### config.mk
export PLATFORM = sky130hd
export DESIGN_NAME = midpoint_circle_rasterizer_unit
export DESIGN_NICKNAME = d
export VERILOG_FILES = /design/src/design/mcr_pkg.sv /design/src/design/midpoint_circle_rasterizer_unit.sv
export SDC_FILE = /design/constraint.sdc
export NUM_CORES = 1
export LEC_CHECK = 0
export BUFFER_PORTS_ARGS = -buffer_cell sky130_fd_sc_hd__buf_2
export CORE_UTILIZATION = 52
export CTS_CLUSTER_SIZE = 25
export DETAILED_ROUTE_END_ITERATION = 10
export MAX_ROUTING_LAYER = met4
export PLACE_DENSITY = 0.75
export SKIP_CTS_REPAIR_TIMING = 1
export SYNTH_ARGS = -nofsm -noshare
export SYNTH_HDL_FRONTEND = slang
export SYNTH_SLANG_ARGS = --single-unit
### constraint.sdc
create_clock -name clk -period 5.7 [get_ports clk]
set_input_delay 0.57 -clock clk [delete_from_list [all_inputs] [get_ports clk]]
set_output_delay 0.57 -clock clk [all_outputs]
set_load 0.03 [all_outputs]
### src/design/mcr_pkg.sv
`timescale 1ns / 1ps
// ----------------------------------------------------------------------------
// Midpoint circle rasterizer package
// Shared widths, opcodes and octant codes for the circle rasterizer.
// ----------------------------------------------------------------------------
package mcr_pkg;

    // Default parameter values of the top level.
    localparam int MCR_COORD_BITS  = 12;
    localparam int MCR_RADIUS_BITS = 10;

    // Fixed widths of the result item.
    localparam int MCR_PIX_BITS   = 13;
    localparam int MCR_COLOR_BITS = 8;

    // Input item opcodes.
    localparam logic MCR_OP_START = 1'b0;
    localparam logic MCR_OP_NEXT  = 1'b1;

    // Octant sequence codes; the step of the offsets follows the last one.
    localparam logic [2:0] MCR_OCT_FIRST = 3'd0;
    localparam logic [2:0] MCR_OCT_LAST  = 3'd7;

endpackage

### src/design/midpoint_circle_rasterizer_unit.sv
`timescale 1ns / 1ps
// ----------------------------------------------------------------------------
// Midpoint circle rasterizer
// Emits the eight-way symmetric outline of a circle, one pixel per next item.
//
//   Channel | Direction | Handshake                 | Payload
//   --------+-----------+---------------------------+------------------------------
//   in      | input     | in_valid / in_stall       | opcode, center, radius, color
//   out     | output    | out_valid / out_stall     | pixel_x/y, pix color, last_pixel
//
// Each item is handled in its accept cycle: one item per cycle while not stalled.
// The circle state and the result register are the only pipeline stage.
// Reset (rst_n low) makes the block idle and empties the result register.
// in_stall is high only while a result waits in the result register and
// out_stall holds it there; a drained result frees the input the same cycle.
// ----------------------------------------------------------------------------
module midpoint_circle_rasterizer_unit #(
    parameter int COORD_BITS  = mcr_pkg::MCR_COORD_BITS,
    parameter int RADIUS_BITS = mcr_pkg::MCR_RADIUS_BITS
) (
    input  logic                                     clk,
    input  logic                                     rst_n,
    // Input channel
    input  logic                                     in_valid,
    output logic                                     in_stall,
    input  logic                                     opcode,
    input  logic signed [COORD_BITS-1:0]             center_x,
    input  logic signed [COORD_BITS-1:0]             center_y,
    input  logic        [RADIUS_BITS-1:0]            radius,
    input  logic        [mcr_pkg::MCR_COLOR_BITS-1:0] red,
    input  logic        [mcr_pkg::MCR_COLOR_BITS-1:0] green,
    input  logic        [mcr_pkg::MCR_COLOR_BITS-1:0] blue,
    input  logic        [mcr_pkg::MCR_COLOR_BITS-1:0] alpha,
    // Output channel
    output logic                                     out_valid,
    input  logic                                     out_stall,
    output logic signed [mcr_pkg::MCR_PIX_BITS-1:0]   pixel_x,
    output logic signed [mcr_pkg::MCR_PIX_BITS-1:0]   pixel_y,
    output logic        [mcr_pkg::MCR_COLOR_BITS-1:0] pix_red,
    output logic        [mcr_pkg::MCR_COLOR_BITS-1:0] pix_green,
    output logic        [mcr_pkg::MCR_COLOR_BITS-1:0] pix_blue,
    output logic        [mcr_pkg::MCR_COLOR_BITS-1:0] pix_alpha,
    output logic                                     last_pixel
);
    import mcr_pkg::*;

    // Offsets carry one extra bit so that a can reach -1.
    localparam int OFS_W = RADIUS_BITS + 1;
    // The decision error is kept in four bits more than the radius width.
    localparam int ERR_W = RADIUS_BITS + 4;
    // Pixel sums are exact in this width; the result keeps the low bits.
    localparam int SUM_A = (COORD_BITS > RADIUS_BITS) ? COORD_BITS + 2 : RADIUS_BITS + 3;
    localparam int SUM_W = (SUM_A > MCR_PIX_BITS) ? SUM_A : MCR_PIX_BITS;

    localparam logic signed [OFS_W-1:0] OFS_ONE = OFS_W'(1);
    localparam logic signed [ERR_W-1:0] ERR_ONE = ERR_W'(1);
    localparam logic signed [ERR_W-1:0] ERR_TWO = ERR_W'(2);

    // Circle state.
    logic                       active_reg, active_next;
    logic signed [COORD_BITS-1:0] cx_reg, cx_next;
    logic signed [COORD_BITS-1:0] cy_reg, cy_next;
    logic signed [OFS_W-1:0]    a_reg, a_next;
    logic signed [OFS_W-1:0]    b_reg, b_next;
    logic signed [ERR_W-1:0]    err_reg, err_next;
    logic [2:0]                 oct_reg, oct_next;
    logic [MCR_COLOR_BITS-1:0]  red_reg, red_next;
    logic [MCR_COLOR_BITS-1:0]  green_reg, green_next;
    logic [MCR_COLOR_BITS-1:0]  blue_reg, blue_next;
    logic [MCR_COLOR_BITS-1:0]  alpha_reg, alpha_next;

    // Result register.
    logic                       out_valid_reg, out_valid_next;
    logic signed [MCR_PIX_BITS-1:0] px_reg, px_next;
    logic signed [MCR_PIX_BITS-1:0] py_reg, py_next;
    logic [MCR_COLOR_BITS-1:0]  ored_reg, ored_next;
    logic [MCR_COLOR_BITS-1:0]  ogreen_reg, ogreen_next;
    logic [MCR_COLOR_BITS-1:0]  oblue_reg, oblue_next;
    logic [MCR_COLOR_BITS-1:0]  oalpha_reg, oalpha_next;
    logic                       last_reg, last_next;

    // Datapath signals.
    logic                       accept;
    logic                       emit;
    logic signed [OFS_W-1:0]    sel_x;
    logic signed [OFS_W-1:0]    sel_y;
    logic signed [SUM_W-1:0]    sum_x;
    logic signed [SUM_W-1:0]    sum_y;
    logic signed [ERR_W-1:0]    err_add;
    logic signed [ERR_W-1:0]    err_sub;
    logic signed [OFS_W-1:0]    b_inc;
    logic signed [OFS_W-1:0]    a_dec;
    logic signed [OFS_W-1:0]    a_new;
    logic                       step_last;

    // The input is held off only while a result waits and is stalled.
    assign in_stall = out_valid_reg & out_stall;
    assign accept   = in_valid & ~in_stall;
    assign emit     = accept & (opcode == MCR_OP_NEXT) & active_reg;

    // Offset selection per octant; -v-1 is the bitwise complement of v.
    always_comb
    begin
        case (oct_reg)
            3'd0:    begin sel_x = a_reg;  sel_y = b_reg;  end
            3'd1:    begin sel_x = b_reg;  sel_y = a_reg;  end
            3'd2:    begin sel_x = ~a_reg; sel_y = b_reg;  end
            3'd3:    begin sel_x = b_reg;  sel_y = ~a_reg; end
            3'd4:    begin sel_x = a_reg;  sel_y = ~b_reg; end
            3'd5:    begin sel_x = ~b_reg; sel_y = a_reg;  end
            3'd6:    begin sel_x = ~a_reg; sel_y = ~b_reg; end
            default: begin sel_x = ~b_reg; sel_y = ~a_reg; end
        endcase
    end

    // Pixel coordinates, wrapped to the result width.
    assign sum_x = SUM_W'(cx_reg) + SUM_W'(sel_x);
    assign sum_y = SUM_W'(cy_reg) + SUM_W'(sel_y);

    // Midpoint step taken after the eighth pixel of a pair of offsets.
    assign err_add   = err_reg + (ERR_W'(b_reg) <<< 1) + ERR_TWO;
    assign b_inc     = b_reg + OFS_ONE;
    assign a_dec     = a_reg - OFS_ONE;
    assign err_sub   = err_add - (ERR_W'(a_dec) <<< 1) - ERR_ONE;
    assign a_new     = err_add[ERR_W-1] ? a_reg : a_dec;
    assign step_last = (a_new < b_inc);

    // Next state of the circle.
    always_comb
    begin
        active_next = active_reg;
        cx_next     = cx_reg;
        cy_next     = cy_reg;
        a_next      = a_reg;
        b_next      = b_reg;
        err_next    = err_reg;
        oct_next    = oct_reg;
        red_next    = red_reg;
        green_next  = green_reg;
        blue_next   = blue_reg;
        alpha_next  = alpha_reg;
        if (accept && (opcode == MCR_OP_START))
        begin
            active_next = (radius != '0);
            cx_next     = center_x;
            cy_next     = center_y;
            a_next      = signed'({1'b0, radius}) - OFS_ONE;
            b_next      = '0;
            err_next    = -signed'(ERR_W'(radius));
            oct_next    = MCR_OCT_FIRST;
            red_next    = red;
            green_next  = green;
            blue_next   = blue;
            alpha_next  = alpha;
        end
        else if (emit)
        begin
            if (oct_reg == MCR_OCT_LAST)
            begin
                a_next      = a_new;
                b_next      = b_inc;
                err_next    = err_add[ERR_W-1] ? err_add : err_sub;
                oct_next    = MCR_OCT_FIRST;
                active_next = ~step_last;
            end
            else
            begin
                oct_next = oct_reg + 3'd1;
            end
        end
    end

    // Next contents of the result register.
    always_comb
    begin
        out_valid_next = out_valid_reg & out_stall;
        px_next        = px_reg;
        py_next        = py_reg;
        ored_next      = ored_reg;
        ogreen_next    = ogreen_reg;
        oblue_next     = oblue_reg;
        oalpha_next    = oalpha_reg;
        last_next      = last_reg;
        if (emit)
        begin
            out_valid_next = 1'b1;
            px_next        = sum_x[MCR_PIX_BITS-1:0];
            py_next        = sum_y[MCR_PIX_BITS-1:0];
            ored_next      = red_reg;
            ogreen_next    = green_reg;
            oblue_next     = blue_reg;
            oalpha_next    = alpha_reg;
            last_next      = (oct_reg == MCR_OCT_LAST) & step_last;
        end
    end

    // Control registers.
    always_ff @(posedge clk or negedge rst_n)
    begin
        if (!rst_n)
        begin
            active_reg    <= 1'b0;
            oct_reg       <= MCR_OCT_FIRST;
            out_valid_reg <= 1'b0;
        end
        else
        begin
            active_reg    <= active_next;
            oct_reg       <= oct_next;
            out_valid_reg <= out_valid_next;
        end
    end

    // Payload registers.
    always_ff @(posedge clk)
    begin
        cx_reg     <= cx_next;
        cy_reg     <= cy_next;
        a_reg      <= a_next;
        b_reg      <= b_next;
        err_reg    <= err_next;
        red_reg    <= red_next;
        green_reg  <= green_next;
        blue_reg   <= blue_next;
        alpha_reg  <= alpha_next;
        px_reg     <= px_next;
        py_reg     <= py_next;
        ored_reg   <= ored_next;
        ogreen_reg <= ogreen_next;
        oblue_reg  <= oblue_next;
        oalpha_reg <= oalpha_next;
        last_reg   <= last_next;
    end

    // Output ports.
    assign out_valid  = out_valid_reg;
    assign pixel_x    = px_reg;
    assign pixel_y    = py_reg;
    assign pix_red    = ored_reg;
    assign pix_green  = ogreen_reg;
    assign pix_blue   = oblue_reg;
    assign pix_alpha  = oalpha_reg;
    assign last_pixel = last_reg;

endmodule

* Word level (Yosys, flattened, before mapping)
Cells that the tools add are included.
** Storage, ports and cells
- Register bits after elaboration :: 156
- Input bits :: 71
- Output and inout bits :: 61
** Operators by class
- Add/subtract/negate cells :: 11
- Magnitude comparators :: 1
- Equal/unequal tests :: 7
- Multiplexer cells :: 17
- Bitwise logic cells :: 10
- Reductions and logical operators :: 13
** Operator list (count)
- 11-bit case mux with 3 select lines :: 2
- 14-bit two-way mux :: 4
- 11-bit two-way mux :: 4
- 12-bit by 11-bit adder with 13-bit output :: 2
- 11-bit NOT :: 2
- 14-bit by 12-bit adder with 14-bit output :: 1
- 14-bit by 3-bit adder with 14-bit output (second input constant) :: 1
- 10-bit negation with 14-bit output :: 1
- 14-bit by 12-bit subtractor with 14-bit output :: 1
- 14-bit by 2-bit subtractor with 14-bit output (second input constant) :: 1
- 3-bit equality test (second input constant) :: 4
- 2-bit OR reduction :: 6
- 11-bit by 2-bit adder with 11-bit output (second input constant) :: 1
- 11-bit less-than comparator :: 1
- 10-bit by 1-bit subtractor with 11-bit output (second input constant) :: 1
- 11-bit by 2-bit subtractor with 11-bit output (second input constant) :: 1
- 10-bit nonzero test :: 1
- 3-bit two-way mux :: 3
- 3-bit by 2-bit equality test with 1-bit output (second input constant) :: 2
- 1-bit bitwise AND :: 5
- 1-bit two-way mux :: 4
- 2-bit AND reduction :: 2
- 2-bit nonzero test :: 2
- 3-bit by 1-bit adder with 3-bit output (second input constant) :: 1
- other kinds (4) :: 6

* Longest topological paths before layout
- Depth after elaboration :: 8
- Gate-level depth with buffers :: 20
- Mapped depth without buffers :: 19

* Least setup slack after synthesis
No wires, ideal clock.
- Path type :: register to register
- Start :: register b_reg[0]
- End :: register err_reg[12], data pin
- Library setup time :: 261 ps
- Arrival time :: 3396 ps
- Required time :: 5439 ps
- Path slack :: 2043 ps
- Cell stages (with the launch flop) :: 21
- Period minus slack after synthesis :: 3657 ps
- Cells stage by stage :: dfxtp_1 clkbuf_1 inv_1 ha_1 inv_1 ha_1 inv_1 fa_1 nand3b_1 a31oi_1 a311oi_1 o21bai_1 a21oi_1 xnor2_1 ha_1 inv_1 nor4_1 a21oi_1 o311a_1 a211oi_1 a311o_1
** Between the ends
- Word-level cells in the longest chain between the ends :: 8
** Ends and longest elaborated chain
- from (decl) :: RTL line midpoint_circle_rasterizer_unit.sv:64 : logic signed [OFS_W-1:0] b_reg, b_next;
- from (signal assigned) :: RTL line midpoint_circle_rasterizer_unit.sv:220 : b_reg <= b_next;
- 14-bit by 12-bit adder with 14-bit output * :: RTL line midpoint_circle_rasterizer_unit.sv:121 : assign err_add = err_reg + (ERR_W'(b_reg) <<< 1) + ERR_TWO;
- 14-bit by 3-bit adder with 14-bit output * :: RTL line midpoint_circle_rasterizer_unit.sv:121
- 14-bit by 12-bit subtractor with 14-bit output :: RTL line midpoint_circle_rasterizer_unit.sv:124 : assign err_sub = err_add - (ERR_W'(a_dec) <<< 1) - ERR_ONE;
- 14-bit by 2-bit subtractor with 14-bit output :: RTL line midpoint_circle_rasterizer_unit.sv:124
- 14-bit two-way mux * :: RTL line midpoint_circle_rasterizer_unit.sv:162 : err_next = err_add[ERR_W-1] ? err_add : err_sub;
- 14-bit two-way mux * :: RTL line midpoint_circle_rasterizer_unit.sv:158 : if (oct_reg == MCR_OCT_LAST)
- 14-bit two-way mux * :: RTL line midpoint_circle_rasterizer_unit.sv:156 : else if (emit)
- 14-bit two-way mux * :: RTL line midpoint_circle_rasterizer_unit.sv:142 : if (accept && (opcode == MCR_OP_START))
- named net err_next[12] :: RTL line midpoint_circle_rasterizer_unit.sv:65 : logic signed [ERR_W-1:0] err_reg, err_next;
- to (signal assigned) :: RTL line midpoint_circle_rasterizer_unit.sv:221 : err_reg <= err_next;
- to (decl) :: RTL line midpoint_circle_rasterizer_unit.sv:65
The timed path passes the listed nets; every way through them passes the cells marked *. The select of a mux whose other input is x is not followed.
A chain may end at the register's enable or synchronous reset.

* Worst setup path after layout
- Start :: register oct_reg[2]
- End :: register px_reg[12] (netlist: pixel_x[12]), data pin
** Between the ends
- Word-level cells in the longest chain between the ends :: 4
- Elaborated cells between the ends (all ways) :: 11
- Classes of those cells :: 1 x add/sub; 5 x eq/ne; 1 x mux; 4 x reduce/logical
** Ends and longest elaborated chain
- from (decl) :: RTL line midpoint_circle_rasterizer_unit.sv:66 : logic [2:0] oct_reg, oct_next;
- from (signal assigned) :: RTL line midpoint_circle_rasterizer_unit.sv:209 : oct_reg <= oct_next;
- 3-bit equality test (tied with other cells) :: RTL line midpoint_circle_rasterizer_unit.sv:104 : case (oct_reg)
- 2-bit OR reduction (no source line)
- 11-bit case mux with 3 select lines * :: RTL line midpoint_circle_rasterizer_unit.sv:104
- 12-bit by 11-bit adder with 13-bit output * :: RTL line midpoint_circle_rasterizer_unit.sv:117 : assign sum_x = SUM_W'(cx_reg) + SUM_W'(sel_x);
- named net sum_x[12] :: RTL line midpoint_circle_rasterizer_unit.sv:87 : logic signed [SUM_W-1:0] sum_x;
- to (signal assigned) :: RTL line midpoint_circle_rasterizer_unit.sv:226 : px_reg <= px_next;
- to (decl) :: RTL line midpoint_circle_rasterizer_unit.sv:74 : logic signed [MCR_PIX_BITS-1:0] px_reg, px_next;
The timed path passes the listed nets; every way through them passes the cells marked *.

==> results.cfg <==
[logic_synthesis]
synth-edff-count = 140
ys_seq_elements = 156
synth_area_leaders = edfxtp_1 47%, ha_1 11%, xnor2_1 5.1%
yosysSeqAreaShare_pct = 50.55
ys.flop_type = edfxtp_1
avgSynthCellArea_um2 = 11.39
yosysWarnings = 0
syn_nets = 943
synthCells = 790
netlist_area_um2 = 9000
synthTopCellsByCount = 140 x edfxtp_1, 78 x ha_1, 56 x nand2_1, 52 x xnor2_1
yosysTopAreaCellShare_pct = 46.71
async_flop_share_pct = 3.205
yosysUniqueCellTypes = 64
synth_top_area_cell = edfxtp_1
yosysMostFrequentCell = edfxtp_1

[finish]
drive_above_1_share_pct = 20.17
insertedDiodeCount = 0
area_growth_pct = 16.39
fillerInstances = 1338
nets = 1062
largest_register_ffs = 14

[placement]
gp_congestion = 0.9428
port_buffers = 131
place_ws_ns = 1.416
hpwl_mm = 14.54

[setup_path]
end_kind = flop
rr_endpoint = pixel_x[12]$_DFFE_PP_
crit_fanout = 22
startpoint_type = flop
startpoint = oct_reg[2]$_DFFE_PN0N_
r2r-start = oct_reg[2]$_DFFE_PN0N_
crit_end = pixel_x[12]$_DFFE_PP_
critical_path_class = flop to flop
r2r_setup_slack_ns = 1.32
reg2reg_depth = 15
worstPathRequired_ns = 5.90
arrival_ns = 4.57

[clock_network]
clkSlewWorstSetupHoldPaths_ns = 0.07
clk-insertion-delay-late_ns = 0.44
max-clock-path-buffers = 2
cts_buffers = 17
cts_tree = built
root_buffer = clkbuf_16
cts.sinks = 156
htree_num_levels = 4

[floorplanning]
rows = 47
initial_core_util_pct = 53.70
die_y_um = 133.6
core_area_um2 = 16760
ioPinCount = 132
die_x_um = 133.6
dieArea_um2 = 17840

[power_and_ir_drop]
power_w = 0.003659
leakagePower_nw = 4.288
ir_worst_vdd_mv = 0.2406
power.density_cell_area_nw_per_um2 = 349.3

[timing]
min_period_over_period_pct = 76.76
hold_viol_final = 0
final_max_slew_viol_count = 0
relSlewSlack_pct = 25.73
skew_ns = 0.01307
setup_viol_count_final = 0
fin_crit_ns = 4.375
max_freq_ghz = 0.2286
tns_ns = 0
fin_ws_ns = 1.325
worst_slew_pin_slew_ns = 1.111
whs_ns = 0.2972
rsz0062_at_grt = no

[global_routing]
grt_start_max_net_pins = 64
grt_pass1_vias = 6063
overflow = 0
antenna_found_initial = 0
grt_pass1_wl_mm = 31.45
grtUsageTotal_pct = 24.02

[routing]
avgViaCountPerCell = 5.681
routedWlPerCell_um = 17.44
drc = 0
wl_mm = 19.91
drt_first_iter_violations = 403
ant_nets = 0
vias = 6488
firstDrtPassIters = 5

[run_status]
run_status = finished, final reports clean

[min_path]
hold_path_class = input port to flop
hp-start = blue[2]

[flow_run]
drv_cap = 0
==> report_power, final <==
group          internal (W)  total [W]  switching [W]  leakage, nW
registers           0.00138    0.00141      0.0000357         1.45
clock network      0.000712    0.00122       0.000509        0.312
logic              0.000410    0.00102       0.000615         2.53
total               0.00250    0.00366        0.00116         4.29
==> layout make-up <==
| class | count | area [um^2] | share of cell area, % |
|---|---|---|---|
| Multi-Input combinational cell | 557 | 4150 | 39.62 |
| Clock buffer | 17 | 425.4 | 4.061 |
| Inverter | 40 | 150.1 | 1.433 |
| Tap cell | 220 | 275.3 | 2.628 |
| Sequential cell | 156 | 4549 | 43.43 |
| Timing Repair Buffer | 137 | 703.2 | 6.713 |
| Clock inverter | 15 | 221.5 | 2.114 |
==> logic make-up after synthesis <==
logic type / count (synthesis) / share of synthesized area (%)
buf+inv: 77 / 3.336
mux: 11 / 1.251
compound gates: 200 / 15.32
xor+xnor: 83 / 8.314
flops: 156 / 50.55
fa+ha+maj: 82 / 11.73
simple gates: 181 / 9.495
==> worst max-delay path: stages, from the launching register on <==
cell and delay [ns]:
dfrtp_1 0.72, inv_1 0.13, ha_1 0.22, a21o_1 0.37
a2111oi_0 0.47, a221oi_1 0.09, nand2_1 0.12, ha_1 0.22
fa_1 0.24, a21o_1 0.13, a21oi_1 0.12, o21ai_0 0.18
o211ai_1 0.14, a2111oi_0 0.51, o21ai_0 0.20, a31o_2 0.28
==> worst min-delay path by stage <==
stage / end / slack, ns / cells after the start
after global placement: oct_reg[0]$_DFFE_PN0N_ / 0.39 / 1
final: blue_reg[2]$_DFFE_PP_ / 0.30 / 1
after CTS: active_reg$_DFFE_PN0P_ / -0.07 / 1
after global routing: alpha_reg[7]$_DFFE_PP_ / 0.30 / 1
after detailed placement: out_valid$_DFF_PN0_ / 0.39 / 1
after floorplan: active_reg$_DFFE_PN0P_ / 0.27 / 0
==> through the flow <==
step	cell area, um^2	cells	util [%]
2_1_floorplan	9000	790	-
3_3_place_gp	9818	1109	58.58
3_5_place_dp	9818	1109	58.58
4_1_cts	10470	1141	62.44
5_1_grt	10480	1142	62.50
6_report	10480	1142	62.50
==> placed cells by master, fill, tap and decap left out, types with 12 or more instances in the layout <==
cell type and n:
a2111oi_0 12, a21oi_1 45, a221oi_1 22, buf_2 131
clkbuf_16 17, edfxtp_1 140, ha_1 78, inv_1 38
nand2_1 56, nand3_1 27, nor2_1 45, nor3_1 13
o21a_1 17, o21ai_0 41, xnor2_1 52, xor2_1 29
==> layer usage <==
layer,share of wire [%],vias to the layer above,wire [um],track usage [%]
met3,4.3,36,857,3.349
li1,-,3202,-,-
met1,44,3066,8717,30.52
met2,49,184,9814,38.66
met4,2.6,0,523,10.04
met5,0,-,0,-
Power figures use the tool's default switching activity.
